`config.mk`:
```
export PLATFORM = sky130hd
export DESIGN_NAME = ipv4_text_address_parser_core
export DESIGN_NICKNAME = d
export VERILOG_FILES = /design/src/hw/rtl/ipv4p_pkg.sv /design/src/hw/rtl/ipv4p_step.sv /design/src/hw/rtl/ipv4_text_address_parser_core.sv
export VERILOG_INCLUDE_DIRS = /design/src /design/src/hw/rtl
export SDC_FILE = /design/constraint.sdc
export NUM_CORES = 1
export LEC_CHECK = 0
export BUFFER_PORTS_ARGS = -buffer_cell sky130_fd_sc_hd__clkbuf_2
export CORE_UTILIZATION = 55
export CTS_CLUSTER_DIAMETER = 60
export CTS_CLUSTER_SIZE = 16
export DETAILED_ROUTE_END_ITERATION = 12
export GPL_ROUTABILITY_DRIVEN = 0
export MAX_ROUTING_LAYER = met4
export PLACE_DENSITY = 0.75
export SLEW_MARGIN = 10
export SYNTH_ARGS = -nofsm -noshare
export SYNTH_HDL_FRONTEND = slang
export SYNTH_SLANG_ARGS = --single-unit
export TNS_END_PERCENT = 30
```
`constraint.sdc`:
```
create_clock -name clock -period 3.79 [get_ports clock]
set_clock_uncertainty 0.1 [all_clocks]
set_input_delay 0.379 -clock clock [delete_from_list [all_inputs] [get_ports clock]]
set_output_delay 0.379 -clock clock [all_outputs]
set_load 0.05 [all_outputs]
```
`src/hw/rtl/assert_macros.svh`:
```
// Assertion helpers included by the parser core.
`ifndef ASSERT_MACROS_SVH
`define ASSERT_MACROS_SVH

// Property checked at every clock edge outside reset.
`define ASSERT_CLK(lbl, clk, rst, prop, msg) \
   lbl: assert property (@(posedge clk) disable iff (rst) (prop)) else $error(msg);

// Condition in one cycle implies a consequence in the next cycle.
`define ASSERT_NEXT(lbl, clk, rst, ante, cons, msg) \
   lbl: assert property (@(posedge clk) disable iff (rst) (ante) |=> (cons)) else $error(msg);

`endif

```
`src/hw/rtl/ipv4p_pkg.sv`:
```
package ipv4p_pkg;

   localparam int CHAR_W     = 8;
   localparam int OCTET_W    = 9;
   localparam int DONE_W     = 24;
   localparam int PORT_ACC_W = 17;
   localparam int ADDR_W     = 32;
   localparam int PORT_W     = 16;
   localparam int KIND_W     = 3;

   localparam logic [CHAR_W-1:0] CHAR_DOT   = 8'h2E;
   localparam logic [CHAR_W-1:0] CHAR_COLON = 8'h3A;
   localparam logic [CHAR_W-1:0] CHAR_ZERO  = 8'h30;
   localparam logic [CHAR_W-1:0] CHAR_NINE  = 8'h39;

   localparam logic [OCTET_W-1:0]    OCTET_MAX = 9'd255;
   localparam logic [OCTET_W-1:0]    OCTET_SAT = 9'd256;
   localparam logic [PORT_ACC_W-1:0] PORT_MAX  = 17'd65535;
   localparam logic [PORT_ACC_W-1:0] PORT_SAT  = 17'd65536;

   typedef enum logic [6:0] {
      PH_OCT0 = 7'b0000001,
      PH_OCT1 = 7'b0000010,
      PH_OCT2 = 7'b0000100,
      PH_OCT3 = 7'b0001000,
      PH_PORT = 7'b0010000,
      PH_TAIL = 7'b0100000,
      PH_FAIL = 7'b1000000
   } phase_type;

   typedef enum logic [KIND_W-1:0] {
      ERR_NONE  = 3'd0,
      ERR_DELIM = 3'd1,
      ERR_CHAR  = 3'd2,
      ERR_RANGE = 3'd3,
      ERR_PORT  = 3'd4
   } err_kind_type;

   typedef struct packed {
      phase_type               phase;
      logic [OCTET_W-1:0]      octet_acc;
      logic [DONE_W-1:0]       octets_done;
      logic [PORT_ACC_W-1:0]   port_acc;
      logic                    port_seen;
      err_kind_type            err;
   } parse_state_type;

   typedef struct packed {
      logic [ADDR_W-1:0] address;
      logic [PORT_W-1:0] port;
      err_kind_type      kind;
   } result_type;

   localparam parse_state_type STATE_RESET = '{
      phase:       PH_OCT0,
      octet_acc:   '0,
      octets_done: '0,
      port_acc:    '0,
      port_seen:   1'b0,
      err:         ERR_NONE
   };

endpackage

```
`src/hw/rtl/ipv4p_step.sv`:
```
module ipv4p_step (
   input  ipv4p_pkg::parse_state_type cur,
   input  logic [7:0]                 char_code,
   input  logic                       last_char,
   output ipv4p_pkg::parse_state_type nxt,
   output ipv4p_pkg::result_type      res
);
   import ipv4p_pkg::*;

   localparam int OCT_SUM_W  = OCTET_W + 3;
   localparam int PORT_SUM_W = PORT_ACC_W + 3;

   logic                    is_digit;
   logic                    is_dot;
   logic                    is_colon;
   logic [3:0]              digit;
   logic [OCT_SUM_W-1:0]    oct_sum;
   logic [OCTET_W-1:0]      oct_next;
   logic [PORT_SUM_W-1:0]   port_sum;
   logic [PORT_ACC_W-1:0]   port_next;
   err_kind_type            chk_cur;
   err_kind_type            chk_end;
   parse_state_type         upd;
   err_kind_type            kind;
   logic [PORT_W-1:0]       port_val;

   assign is_digit = (char_code >= CHAR_ZERO) && (char_code <= CHAR_NINE);
   assign is_dot   = (char_code == CHAR_DOT);
   assign is_colon = (char_code == CHAR_COLON);
   assign digit    = 4'(char_code - CHAR_ZERO);

   // Decimal accumulate: x*10 + d as two shifts and two adds, then saturate.
   assign oct_sum  = ({3'b000, cur.octet_acc} << 3) + ({3'b000, cur.octet_acc} << 1)
                   + {{(OCT_SUM_W-4){1'b0}}, digit};
   assign oct_next = (oct_sum > {3'b000, OCTET_SAT}) ? OCTET_SAT : oct_sum[OCTET_W-1:0];

   assign port_sum  = ({3'b000, cur.port_acc} << 3) + ({3'b000, cur.port_acc} << 1)
                    + {{(PORT_SUM_W-4){1'b0}}, digit};
   assign port_next = (port_sum > {3'b000, PORT_SAT}) ? PORT_SAT
                                                       : port_sum[PORT_ACC_W-1:0];

   // A bad character outranks an out-of-range value.
   always_comb begin
      if (cur.err == ERR_CHAR) begin
         chk_cur = ERR_CHAR;
      end else if (cur.octet_acc > OCTET_MAX) begin
         chk_cur = ERR_RANGE;
      end else begin
         chk_cur = ERR_NONE;
      end
   end

   always_comb begin
      upd = cur;
      case (cur.phase)
         PH_OCT0, PH_OCT1, PH_OCT2: begin
            if (is_dot) begin
               if (chk_cur != ERR_NONE) begin
                  upd.phase = PH_FAIL;
                  upd.err   = chk_cur;
               end else begin
                  upd.octets_done = {cur.octets_done[DONE_W-9:0], cur.octet_acc[7:0]};
                  upd.octet_acc   = '0;
                  upd.err         = ERR_NONE;
                  case (cur.phase)
                     PH_OCT0: upd.phase = PH_OCT1;
                     PH_OCT1: upd.phase = PH_OCT2;
                     default: upd.phase = PH_OCT3;
                  endcase
               end
            end else if (is_colon) begin
               upd.phase = PH_FAIL;
               upd.err   = ERR_DELIM;
            end else if (is_digit) begin
               upd.octet_acc = oct_next;
            end else begin
               upd.err = ERR_CHAR;
            end
         end
         PH_OCT3: begin
            if (is_dot || is_colon) begin
               if (chk_cur != ERR_NONE) begin
                  upd.phase = PH_FAIL;
                  upd.err   = chk_cur;
               end else begin
                  upd.phase = is_colon ? PH_PORT : PH_TAIL;
               end
            end else if (is_digit) begin
               upd.octet_acc = oct_next;
            end else begin
               upd.err = ERR_CHAR;
            end
         end
         PH_PORT: begin
            if (is_digit) begin
               upd.port_acc  = port_next;
               upd.port_seen = 1'b1;
            end else begin
               upd.phase = PH_FAIL;
               upd.err   = ERR_PORT;
            end
         end
         default: begin
            upd = cur;
         end
      endcase
   end

   // End-of-text check on the fourth octet uses the updated state.
   always_comb begin
      if (upd.err == ERR_CHAR) begin
         chk_end = ERR_CHAR;
      end else if (upd.octet_acc > OCTET_MAX) begin
         chk_end = ERR_RANGE;
      end else begin
         chk_end = ERR_NONE;
      end
   end

   always_comb begin
      kind     = ERR_NONE;
      port_val = '0;
      case (upd.phase)
         PH_OCT0, PH_OCT1, PH_OCT2: kind = ERR_DELIM;
         PH_OCT3: kind = chk_end;
         PH_PORT: begin
            if (!upd.port_seen || (upd.port_acc > PORT_MAX)) begin
               kind = ERR_PORT;
            end else begin
               port_val = upd.port_acc[PORT_W-1:0];
            end
         end
         PH_TAIL: kind = ERR_NONE;
         default: kind = upd.err;
      endcase
   end

   always_comb begin
      res.kind = kind;
      if (kind == ERR_NONE) begin
         res.address = {upd.octets_done, upd.octet_acc[7:0]};
         res.port    = port_val;
      end else begin
         res.address = '0;
         res.port    = '0;
      end
      nxt = last_char ? STATE_RESET : upd;
   end

endmodule

```
`src/hw/rtl/ipv4_text_address_parser_core.sv`:
```
// A final-character word waits in the input register while an older result is held;
// its result is then registered and shown on the rsp_ ports.
// Throughput: one character word per cycle unless a final word waits on a held result,
// set by the single parse step between the input register and the state/result registers;
// the result register frees the input side.
// Reset (synchronous, active high) empties both registers and returns the parser to octet 0.
module ipv4_text_address_parser_core (
   input  logic                           clock,
   input  logic                           reset,
   input  logic                           req_valid,
   output logic                           req_ready,
   input  logic [7:0]                     req_char_code,
   input  logic                           req_last_char,
   output logic                           rsp_valid,
   input  logic                           rsp_ready,
   output logic [ipv4p_pkg::ADDR_W-1:0]   rsp_address,
   output logic [ipv4p_pkg::PORT_W-1:0]   rsp_port,
   output logic [ipv4p_pkg::KIND_W-1:0]   rsp_error_kind
);
   import ipv4p_pkg::*;

`include "assert_macros.svh"

   // Input register: holds one character word until the parse step consumes it.
   logic                in_valid_ff;
   logic [CHAR_W-1:0]   in_char_ff;
   logic                in_last_ff;

   // Parser state carried from one character to the next.
   parse_state_type     state_ff;
   parse_state_type     state_in;

   // Result register.
   logic                rsp_valid_ff;
   result_type          rsp_ff;
   result_type          rsp_in;

   logic                out_free;
   logic                step_go;

   // Conditions watched by the checks at the end of the module.
   logic                final_go;
   logic                rsp_quiet;
   logic                payload_clear;
   logic                state_clear;
   logic                acc_in_range;

   // A character that does not end the text never needs the output side, so it
   // advances even while a result waits. The final character needs a free result slot.
   assign out_free  = !rsp_valid_ff || rsp_ready;
   assign step_go   = in_valid_ff && (!in_last_ff || out_free);
   assign req_ready = !in_valid_ff || step_go;

   ipv4p_step u_step (
      .cur       (state_ff),
      .char_code (in_char_ff),
      .last_char (in_last_ff),
      .nxt       (state_in),
      .res       (rsp_in)
   );

   always_ff @(posedge clock) begin
      if (reset) begin
         in_valid_ff <= 1'b0;
      end else if (req_ready) begin
         in_valid_ff <= req_valid;
      end
   end

   always_ff @(posedge clock) begin
      if (req_valid && req_ready) begin
         in_char_ff <= req_char_code;
         in_last_ff <= req_last_char;
      end
   end

   always_ff @(posedge clock) begin
      if (reset) begin
         state_ff <= STATE_RESET;
      end else if (step_go) begin
         state_ff <= state_in;
      end
   end

   always_ff @(posedge clock) begin
      if (reset) begin
         rsp_valid_ff <= 1'b0;
      end else if (step_go && in_last_ff) begin
         rsp_valid_ff <= 1'b1;
      end else if (rsp_ready) begin
         rsp_valid_ff <= 1'b0;
      end
   end

   always_ff @(posedge clock) begin
      if (step_go && in_last_ff) begin
         rsp_ff <= rsp_in;
      end
   end

   assign rsp_valid      = rsp_valid_ff;
   assign rsp_address    = rsp_ff.address;
   assign rsp_port       = rsp_ff.port;
   assign rsp_error_kind = rsp_ff.kind;

   assign final_go      = step_go && in_last_ff;
   assign rsp_quiet     = !rsp_valid_ff && !final_go;
   assign payload_clear = !rsp_valid_ff || rsp_ff.kind == ERR_NONE
                        || (rsp_ff.address == '0 && rsp_ff.port == '0);
   assign state_clear   = state_ff.phase == PH_OCT0 && state_ff.octet_acc == '0
                        && state_ff.port_acc == '0 && !state_ff.port_seen;
   assign acc_in_range  = state_ff.octet_acc <= OCTET_SAT && state_ff.port_acc <= PORT_SAT;

   // A failed parse never reports an address or a port.
   `ASSERT_CLK(a_err_clears_payload, clock, reset, payload_clear, "nonzero payload on error")

   // The end of a text puts the parser back to its starting point.
   `ASSERT_NEXT(a_end_resets_state, clock, reset, final_go, state_clear, "state not cleared")

   // Saturating accumulators never pass their ceilings.
   `ASSERT_CLK(a_acc_saturate, clock, reset, acc_in_range, "accumulator past saturation")

   // A result is only produced by a final character.
   `ASSERT_NEXT(a_rsp_source, clock, reset, rsp_quiet, !rsp_valid_ff, "stray result")

endmodule
```
==> impl_metrics.yaml, run 1 <==
outcome:
  outcome: "finished, violations left"
  violations: "negative setup slack"
global_route:
  globalRouteTotalUtil_pct: 29.0
  overflow: 0
  antenna_found_initial: 0
  grt_util_met2_pct: 47.9
  grt_pass1_vias: 6658
  grt_pass1_wl_mm: 32.2
  met1_usage_pct: 35.0
  met3_usage_pct: 6.23
  grt_max_degree: 38
  top_usage_layer: "met2"
sta:
  fin_crit_sh_pct: 101
  grt_setup_unrepaired: "true"
  relSlewSlack_pct: 30.7
  worstMarginPinSlew_ns: 1.03
  fin_ws_ns: -0.0491
  setup_viol: 19
  max_freq_ghz: 0.260
  drv_slew: 0
  finalCriticalPeriod_ns: 3.84
  hold_viol: 0
die:
  fp.dieArea_mm2: 0.0145
  io-pin-count: 66
  die_height_um: 121
  die_w_um: 121
  rows: 42
  start_util_pct: 57.4
  core_area_mm2: 0.0135
synthesis:
  synth_top_area_share_pct: 23.3
  yosysMostFrequentCell: "nor2_1"
  synth_async_sr_flop_share_pct: 0
  synthTopCellsByCount: "nor2_1, dfxtp_1, edfxtp_1, ha_1, a22oi_1"
  synth.area.top_cells: "edfxtp_1, dfxtp_1, ha_1"
  syn_inst: 786
  syn_nets: 853
  synth.avg_cell_area_um2: 9.83
  ys_ff_latch: 123
  yosysUniqueCellTypes: 74
  synth-edff-count: 60
  synth_seq_area_share_pct: 39.7
  synth_largest_area_cell: "edfxtp_1"
  netlist_area_mm2: 0.00772
  dominantRegCellSynth: "dfxtp_1"
  ys_warn_count: 0
power_and_ir_drop:
  power_frac_comb_pct: 4.8
  switching_share_pct: 23.6
  clkPwrFrac_pct: 51.2
  ir_worst_vdd_mv: 0.402
  switchingPower_uw: 758
  p_per_area_mw_per_mm2: 340
  total_leakage_power_uw: 0.00358
  p_seq_share_pct: 44.1
  internal_power_uw: 2460
min_path:
  hp-class: "in2reg"
cells_and_area:
  nets: 947
  multi_input_area_mm2: 0.00470
  fillerInstances: 1008
  area_growth_pct: 22.3
  fin_area_mm2: 0.00945
  antenna_cells: 0
  fin_util_pct: 70.2
  drive_above_1_share_pct: 24.4
  layout.area.seq_mm2: 0.00306
setup_path:
  crit_path_end_kind: "register"
  startpoint_type: "register"
  critical_path_arrival_ns: 4.00
  worstPathRequired_ns: 3.95
  rrSetupSlack_ns: -0.05
  critPathMaxFanout: 6
  setup.worst_path.class: "reg2reg"
routing:
  drtPass1Iterations: 8
  drc: 0
  wl_per_cell_um: 19.5
  vias_per_cell: 6.60
  vias: 7058
  wl_mm: 20.8
  ant_nets: 0
  initialDrtViolationCount: 772
clock_tree:
  ctsRootBufferMaster: "clkbuf_16"
  clockBufferDepth: 2
  cts_buffers: 17
  cts_tree: "yes"
  clk_pin_slew_ns: 0.06
  htreeDepth: 4
  clkLatencyLatePin_ns: 0.43
  hold_buffers: 0
  clkSinkCount: 123
placed_design:
  hpwl_mm: 14.0
  port_buffers: 65
  postPlaceCellArea_mm2: 0.00850
job:
  cap_violations: 0
worst max-delay path, stage by stage, from the launching register on:
cell and delay [ns]:
edfxtp_1 0.43, fa_2 0.53, fa_2 0.41, a21o_1 0.18, a31o_2 0.25, a211o_1 0.32
a2111oi_4 0.44, a31oi_4 0.07, o2111ai_2 0.27, o21ai_4 0.17, clkbuf_16 0.22, nor4_4 0.27
kinds of logic after synthesis:
| group | synth area share (%) |
|---|---|
| compound gates | 22.8 |
| xor+xnor | 2.49 |
| fa+ha+maj | 9.14 |
| buf+inv | 3.30 |
| flops | 39.7 |
| mux | 3.24 |
| simple gates | 19.4 |
sequential cells by signal, summed over array words and instances, names as in the netlist:
signal and cells:
in_char_ff 8, in_last_ff 1, in_valid_ff 1, rsp_address 32, rsp_error_kind 3, rsp_port 16, rsp_valid 1, state_ff 61
timing repair:
action,CTS,global route
buffers inserted,1,4
endpoints found under the setup margin,37,67
pin swaps,3,34
gates resized for setup,7,34
hold endpoints to repair,0,0
gates cloned,0,4
layout make-up:
cell class / count / area share, %
clock buffers: 21 / 4.87
clock inverters: 11 / 1.40
inverters: 17 / 0.675
multi-input cells: 601 / 49.7
flip-flops and latches: 123 / 32.4
well taps: 176 / 2.33
repair buffers: 120 / 8.57
path summary, 6_finish.rpt:
check | from | depth (start not counted) | end
max | in_char_ff[3]$_DFFE_PP_ | 11 | rsp_address[31]$_SDFFCE_PP0P_
min | req_char_code[4] | 1 | in_char_ff[4]$_DFFE_PP_
max reg2reg | in_char_ff[3]$_DFFE_PP_ | 11 | rsp_address[31]$_SDFFCE_PP0P_
min reg2reg | state_ff[3]$_SDFFE_PP0P_ | 1 | state_ff[3]$_SDFFE_PP0P_
power groups by stage:
stage	sequential, uW	clock, uW	combinational [uW]
3_3_place_gp	1440	0	140
2_1_floorplan	1480	0	64.3
6_report	1420	1650	154
3_5_place_dp	1440	0	143
5_1_grt	1420	1720	163
4_1_cts	1420	1650	145
metrics by stage:
stage                     TNS (ns)  hold slack (ns)  instances  setup slack [ns]  total power, uW
after floorplan                  0            0.357        786           0.00260             1540
after global placement           0            0.370       1028            0.0289             1580
after detailed placement     -1.09            0.381       1028           -0.0966             1590
after CTS                        0           0.0210       1061           0.00450             3210
after global routing         -7.83           0.0167       1069            -0.239             3300
final                       -0.292           0.0218       1069           -0.0491             3220
per-layer routing:
metal	up-vias	share of wire [%]
li1	3279	-
met1	3402	41
met2	330	49
met3	47	7.4
met4	0	2.2
met5	-	0
cells in the final DEF, fill, tap and decap left out, types with 5 or more instances in the layout:
cell,n
clkbuf_2,65
nor4_1,5
o211ai_1,14
a211o_1,5
nor3b_1,5
xor2_1,9
mux2i_1,25
a32oi_1,9
o21ai_0,29
dfxtp_1,63
inv_1,17
nor4_4,14
edfxtp_1,60
nand2_1,25
buf_4,48
clkbuf_16,19
xnor2_1,12
nand2b_1,6
nor2_1,99
nand4_1,9
a21o_1,13
or3_1,7
and2_1,10
o21a_1,6
a31oi_1,6
a22o_1,16
nor3_1,15
o22ai_1,5
a211oi_1,5
a22oi_1,49
a21oi_1,33
nor2b_1,5
nor4_2,16
ha_1,49
nand3b_1,5
Note: power is estimated with default switching activity, not from simulation.
==> run 2, diff against run 1 <==
--- a/config.mk
+++ b/config.mk
@@ -13,7 +13,8 @@
 export DETAILED_ROUTE_END_ITERATION = 12
 export GPL_ROUTABILITY_DRIVEN = 0
 export MAX_ROUTING_LAYER = met4
-export PLACE_DENSITY = 0.75
+export PLACE_DENSITY = 0.72
+export SKIP_CTS_REPAIR_TIMING = 1
 export SLEW_MARGIN = 10
 export SYNTH_ARGS = -nofsm -noshare
 export SYNTH_HDL_FRONTEND = slang
==> constraint.sdc (replaced) <==
create_clock -name clock -period 4 [get_ports clock]
set_clock_uncertainty 0.1 [all_clocks]
set_input_delay 0.4 -clock clock [delete_from_list [all_inputs] [get_ports clock]]
set_output_delay 0.4 -clock clock [all_outputs]
set_load 0.05 [all_outputs]
==> run 2 against run 1 <==
The flow now finishes without violations. Sequential share of layout area increased by 1.4 points. Flip-flop and latch count unchanged. Global-route usage up 0.38 points. Combinational power fell by 11%. First-iteration DRC count down 15%. Clock power is 4% lower. Sequential power is 6% lower. Final area is 4.0% lower. Utilization fell by 2.8 points. Critical endpoint is now state_ff[4]$_SDFFE_PP0P_. Highest routed layer unchanged.
==> impl_metrics.yaml, run 2 (synthesis results as in run 1) <==
outcome:
  outcome: "complete, no violations"
setup_path:
  path_delay_family: "compound AO/OA/AOI/OAI gates"
  critical_path_arrival_ns: 4.16
  cp_slowest_cell: "fa_1"
  setup.worst_path.class: "reg2reg"
  crit_chain: "fa_2 -> fa_1 -> a21o_1 -> a31o_2 -> buf_4 -> a2111oi_2 -> nor3_2 -> a2111oi_4 -> a41oi_2 -> nor3_2 -> buf_4 -> a22o_1"
  max_stage_delay_ns: 0.49
  crit_path_end_kind: "register"
  worstPathRequired_ns: 4.25
  r2r_start: "in_char_ff[3]$_DFFE_PP_"
  critPathMaxFanout: 7
  critPathBufInv: 2
  startpoint_type: "register"
  crit_path_start: "in_char_ff[3]$_DFFE_PP_"
routing:
  ant_nets: 0
  drc: 0
  drtPass1Iterations: 8
  vias: 6841
  vias_per_cell: 6.57
  wl_mm: 20.1
  initialDrtViolationCount: 654
  wl_per_cell_um: 19.3
clock_tree:
  clk_pin_slew_ns: 0.06
  htreeDepth: 4
  cts_tree: "yes"
  cts_buffers: 17
  clkSinkCount: 123
  ctsRootBufferMaster: "clkbuf_16"
  clkLatencyLatePin_ns: 0.42
  clockBufferDepth: 2
sta:
  relSlewSlack_pct: 30.9
  finalSetupTns_ns: 0
  drv_slew: 0
  worstMarginPinSlew_ns: 1.04
  fin_crit_sh_pct: 97.6
  hold_viol: 0
  finalCriticalPeriod_ns: 3.90
  max_freq_ghz: 0.256
  setup_viol: 0
  worst_hold_slack_ns: 0.0531
global_route:
  grt_pass1_wl_mm: 32.6
  overflow: 0
  antenna_found_initial: 0
  grt_pass1_vias: 6709
  grt_max_degree: 49
  globalRouteTotalUtil_pct: 29.4
power_and_ir_drop:
  ir_worst_vdd_mv: 0.261
  total_leakage_power_uw: 0.00343
  p_per_area_mw_per_mm2: 339
cells_and_area:
  mostFrequentLayoutCells: "nor2_1, clkbuf_2, dfxtp_1"
  nets: 920
  layout_commonest_cell: "nor2_1"
  fin_area_mm2: 0.00907
  fillerInstances: 1064
  regMostFlops: "state_ff"
  antenna_cells: 0
  multi_input_area_mm2: 0.00452
  largest_reg_flops: 61
  area_growth_pct: 17.4
  drive_above_1_share_pct: 21.5
  layout.area.seq_mm2: 0.00307
job:
  cap_violations: 0
die:
  rows: 42
  die_w_um: 121
  die_height_um: 121
  start_util_pct: 57.4
  core_area_mm2: 0.0135
  io-pin-count: 66
  fp.dieArea_mm2: 0.0145
placed_design:
  port_buffers: 65
  hpwl_mm: 14.2
  postPlaceCellArea_mm2: 0.00835
min_path:
  hp-class: "in2reg"
  min-delay-start: "req_char_code[6]"
==> run 2: area by class of cell <==
class                           instances  share of cell area [%]
Tap cell                              176                    2.43
Inverter                               17                   0.704
Timing Repair Buffer                   94                    6.44
Sequential cell                       123                    33.8
Clock inverter                         14                    1.82
Multi-Input combinational cell        600                    49.8
Clock buffer                           18                    4.97
==> run 2: path summary, 6_finish.rpt <==
path,to,slack (ns),cells past startpoint
setup reg to reg,state_ff[4]$_SDFFE_PP0P_,0.1,12
hold reg to reg,state_ff[44]$_SDFFE_PP0P_,0.41,2
hold / removal,in_char_ff[6]$_DFFE_PP_,0.05,1
setup / recovery,state_ff[4]$_SDFFE_PP0P_,0.1,12
==> run 2: power breakdown <==
| part | total (uW) | leakage [uW] | internal (uW) | switching, uW |
|---|---|---|---|---|
| clock | 1590 | 0.000292 | 1020 | 577 |
| sequential | 1340 | 0.00111 | 1330 | 11.8 |
| combinational | 137 | 0.00203 | 35.2 | 102 |
| total | 3070 | 0.00343 | 2380 | 691 |
==> run 2: metal layers <==
layer	vias up	global-route usage [%]	wire, um
met5	-	-	0
met2	251	49.5	10200
met3	45	4.58	1090
met4	0	12.4	512
met1	3342	34.9	8300
li1	3203	-	-
==> run 2: per-stage QoR <==
step / setup slack (ns) / power, uW / std cells / utilization [%]
detailed placement: -0.0672 / 1500 / 1008 / 62.0
global placement: 0.0508 / 1500 / 1008 / 62.0
CTS: -0.155 / 3090 / 1040 / 66.6
global route: -0.0445 / 3150 / 1042 / 67.4
floorplan: 0.0309 / 1460 / 786 / -
finish: 0.0960 / 3070 / 1042 / 67.4
==> run 2: worst reg2reg max path, cell delays in order (launching register included) <==
cell	delay (ns)
edfxtp_1	0.42
fa_2	0.47
fa_1	0.49
a21o_1	0.22
a31o_2	0.26
buf_4	0.15
a2111oi_2	0.40
nor3_2	0.14
a2111oi_4	0.37
a41oi_2	0.16
nor3_2	0.31
buf_4	0.22
a22o_1	0.14
==> run 3, diff against run 2 <==
--- a/config.mk
+++ b/config.mk
@@ -6,6 +6,7 @@
 export SDC_FILE = /design/constraint.sdc
 export NUM_CORES = 1
 export LEC_CHECK = 0
+export ABC_CLOCK_PERIOD_IN_PS = 4000
 export BUFFER_PORTS_ARGS = -buffer_cell sky130_fd_sc_hd__clkbuf_2
 export CORE_UTILIZATION = 55
 export CTS_CLUSTER_DIAMETER = 60
@@ -13,7 +14,7 @@
 export DETAILED_ROUTE_END_ITERATION = 12
 export GPL_ROUTABILITY_DRIVEN = 0
 export MAX_ROUTING_LAYER = met4
-export PLACE_DENSITY = 0.72
+export PLACE_DENSITY_LB_ADDON = 0.05
 export SKIP_CTS_REPAIR_TIMING = 1
 export SLEW_MARGIN = 10
 export SYNTH_ARGS = -nofsm -noshare
==> run 3 against run 2 <==
Die area stayed put. Total power is 2.1% higher. Highest routed layer unchanged. Global-route usage is 1.5 points higher. Critical path type unchanged. Worst setup slack better by 0.040 ns. First-iteration DRC count is 2.0% lower. Maximum frequency is 1.0% higher. Sequential power hardly changed. Final area is 1.1% higher. Largest power group unchanged.
==> impl_metrics.yaml, run 3 (synthesis results as in run 1) <==
clock_tree:
  cts_tree: "yes"
  cts_buffers: 17
  htreeDepth: 4
  clockBufferDepth: 2
  ctsRootBufferMaster: "clkbuf_16"
  clk_pin_slew_ns: 0.06
  clkLatencyLatePin_ns: 0.42
  clkSinkCount: 123
global_route:
  grt_pass1_wl_mm: 33.7
  grt_max_degree: 49
  grt_pass1_vias: 6452
  globalRouteTotalUtil_pct: 30.9
  overflow: 0
  antenna_found_initial: 0
cells_and_area:
  area_growth_pct: 18.7
  drive_above_1_share_pct: 21.7
  layout.cells.non_filler: 1044
  mostFrequentLayoutCells: "nor2_1, clkbuf_2, dfxtp_1"
  nets: 922
  regMostFlops: "state_ff"
  largest_reg_flops: 61
  layout_commonest_cell: "nor2_1"
  antenna_cells: 0
  fillerInstances: 1040
placed_design:
  hpwl_mm: 15.3
  dp.cells: 1010
  port_buffers: 65
  pre_cts_ws_ns: -0.00721
sta:
  worstMarginPinSlew_ns: 1.08
  drv_slew: 0
  setup_viol: 0
  relSlewSlack_pct: 27.9
  hold_viol: 0
  max_freq_ghz: 0.259
  finalCriticalPeriod_ns: 3.86
  grt_setup_unrepaired: "true"
  fin_ws_ns: 0.136
  fin_crit_sh_pct: 96.6
power_and_ir_drop:
  switching_share_pct: 22.5
  clkPwrFrac_pct: 52.7
  ir_worst_vdd_mv: 0.258
  design_power_total_uw: 3140
  p_per_area_mw_per_mm2: 342
  total_leakage_power_uw: 0.00347
  internal_power_uw: 2430
  power_frac_comb_pct: 4.5
  p_seq_share_pct: 42.8
  switchingPower_uw: 705
min_path:
  hold_path_depth: 1
  hp-class: "in2reg"
  min-delay-start: "req_char_code[6]"
die:
  io-pin-count: 66
  die_w_um: 121
  core_area_mm2: 0.0135
  start_util_pct: 57.4
  die_height_um: 121
  rows: 42
  fp.dieArea_mm2: 0.0145
setup_path:
  crit_path_start: "in_char_ff[3]$_DFFE_PP_"
  worstPathRequired_ns: 4.14
  critPathMaxFanout: 18
  reg2reg_depth: 11
  startpoint_type: "register"
  critical_path_arrival_ns: 4.00
  crit_path_end_kind: "register"
  r2r_start: "in_char_ff[3]$_DFFE_PP_"
  setup.worst_path.class: "reg2reg"
routing:
  wl_per_cell_um: 20.3
  wl_mm: 21.1
  drc: 0
  ant_nets: 0
  vias: 6881
  vias_per_cell: 6.59
  initialDrtViolationCount: 641
  drtPass1Iterations: 5
job:
  cap_violations: 0
outcome:
  outcome: "complete, no violations"
==> run 3: changes by cell type in the layout (fill, tap and decap cells not counted), moves of 3 or more <==
cell and delta:
nor4_2 -3, nor4_4 +4, clkinv_4 +4, clkinvlp_4 -3
==> run 3: power groups by stage <==
stage / logic, uW / clock network (uW) / registers, uW
floorplan: 60.8 / 0 / 1400
global placement: 134 / 0 / 1370
detailed placement: 136 / 0 / 1370
CTS: 137 / 1660 / 1340
global route: 150 / 1720 / 1340
finish: 142 / 1650 / 1340
==> run 3: critical path: stages, from the launching register on <==
cell	delay, ns
edfxtp_1	0.41
fa_1	0.53
fa_1	0.47
a21o_1	0.21
a31o_2	0.29
a211o_4	0.37
a2111oi_2	0.34
a31oi_2	0.09
o2111ai_2	0.25
o21ai_4	0.14
buf_12	0.19
nor4_4	0.29
==> run 3: final cells by class <==
class,count,area (um2),area share [%]
multi-input combinational,600,4570,49.8
sequential,123,3060,33.4
timing repair buffer,96,621,6.77
clock buffer,19,443,4.83
tap,176,220,2.40
clock inverter,13,190,2.07
inverter,17,63.8,0.696
==> run 3: per-layer routing <==
layer | up-vias | global-route usage [%] | part of all wire [%]
met5 | - | - | 0
met2 | 291 | 49.9 | 49
met4 | 0 | 9.65 | 1.6
li1 | 3200 | - | -
met1 | 3353 | 39.2 | 43
met3 | 37 | 5.90 | 6.1
==> run 3: worst paths after layout <==
| check | slack [ns] | to |
|---|---|---|
| worst min-delay path | 0.06 | in_char_ff[6]$_DFFE_PP_ |
| worst min register to register | 0.41 | state_ff[37]$_SDFFE_PP0P_ |
| worst max-delay path | 0.14 | rsp_address[7]$_SDFFCE_PP0P_ |
| worst max register to register | 0.14 | rsp_address[7]$_SDFFCE_PP0P_ |
==> run 3: metrics by stage <==
step	utilization (%)	hold WS [ns]	setup TNS (ns)	area (um2)
global route	68.2	0.0350	-0.0793	9170
detailed placement	62.3	0.404	-0.00721	8390
CTS	67.0	0.0380	-0.178	9020
finish	68.2	0.0553	0	9170
global placement	62.3	0.377	0	8390
floorplan	-	0.357	0	7730
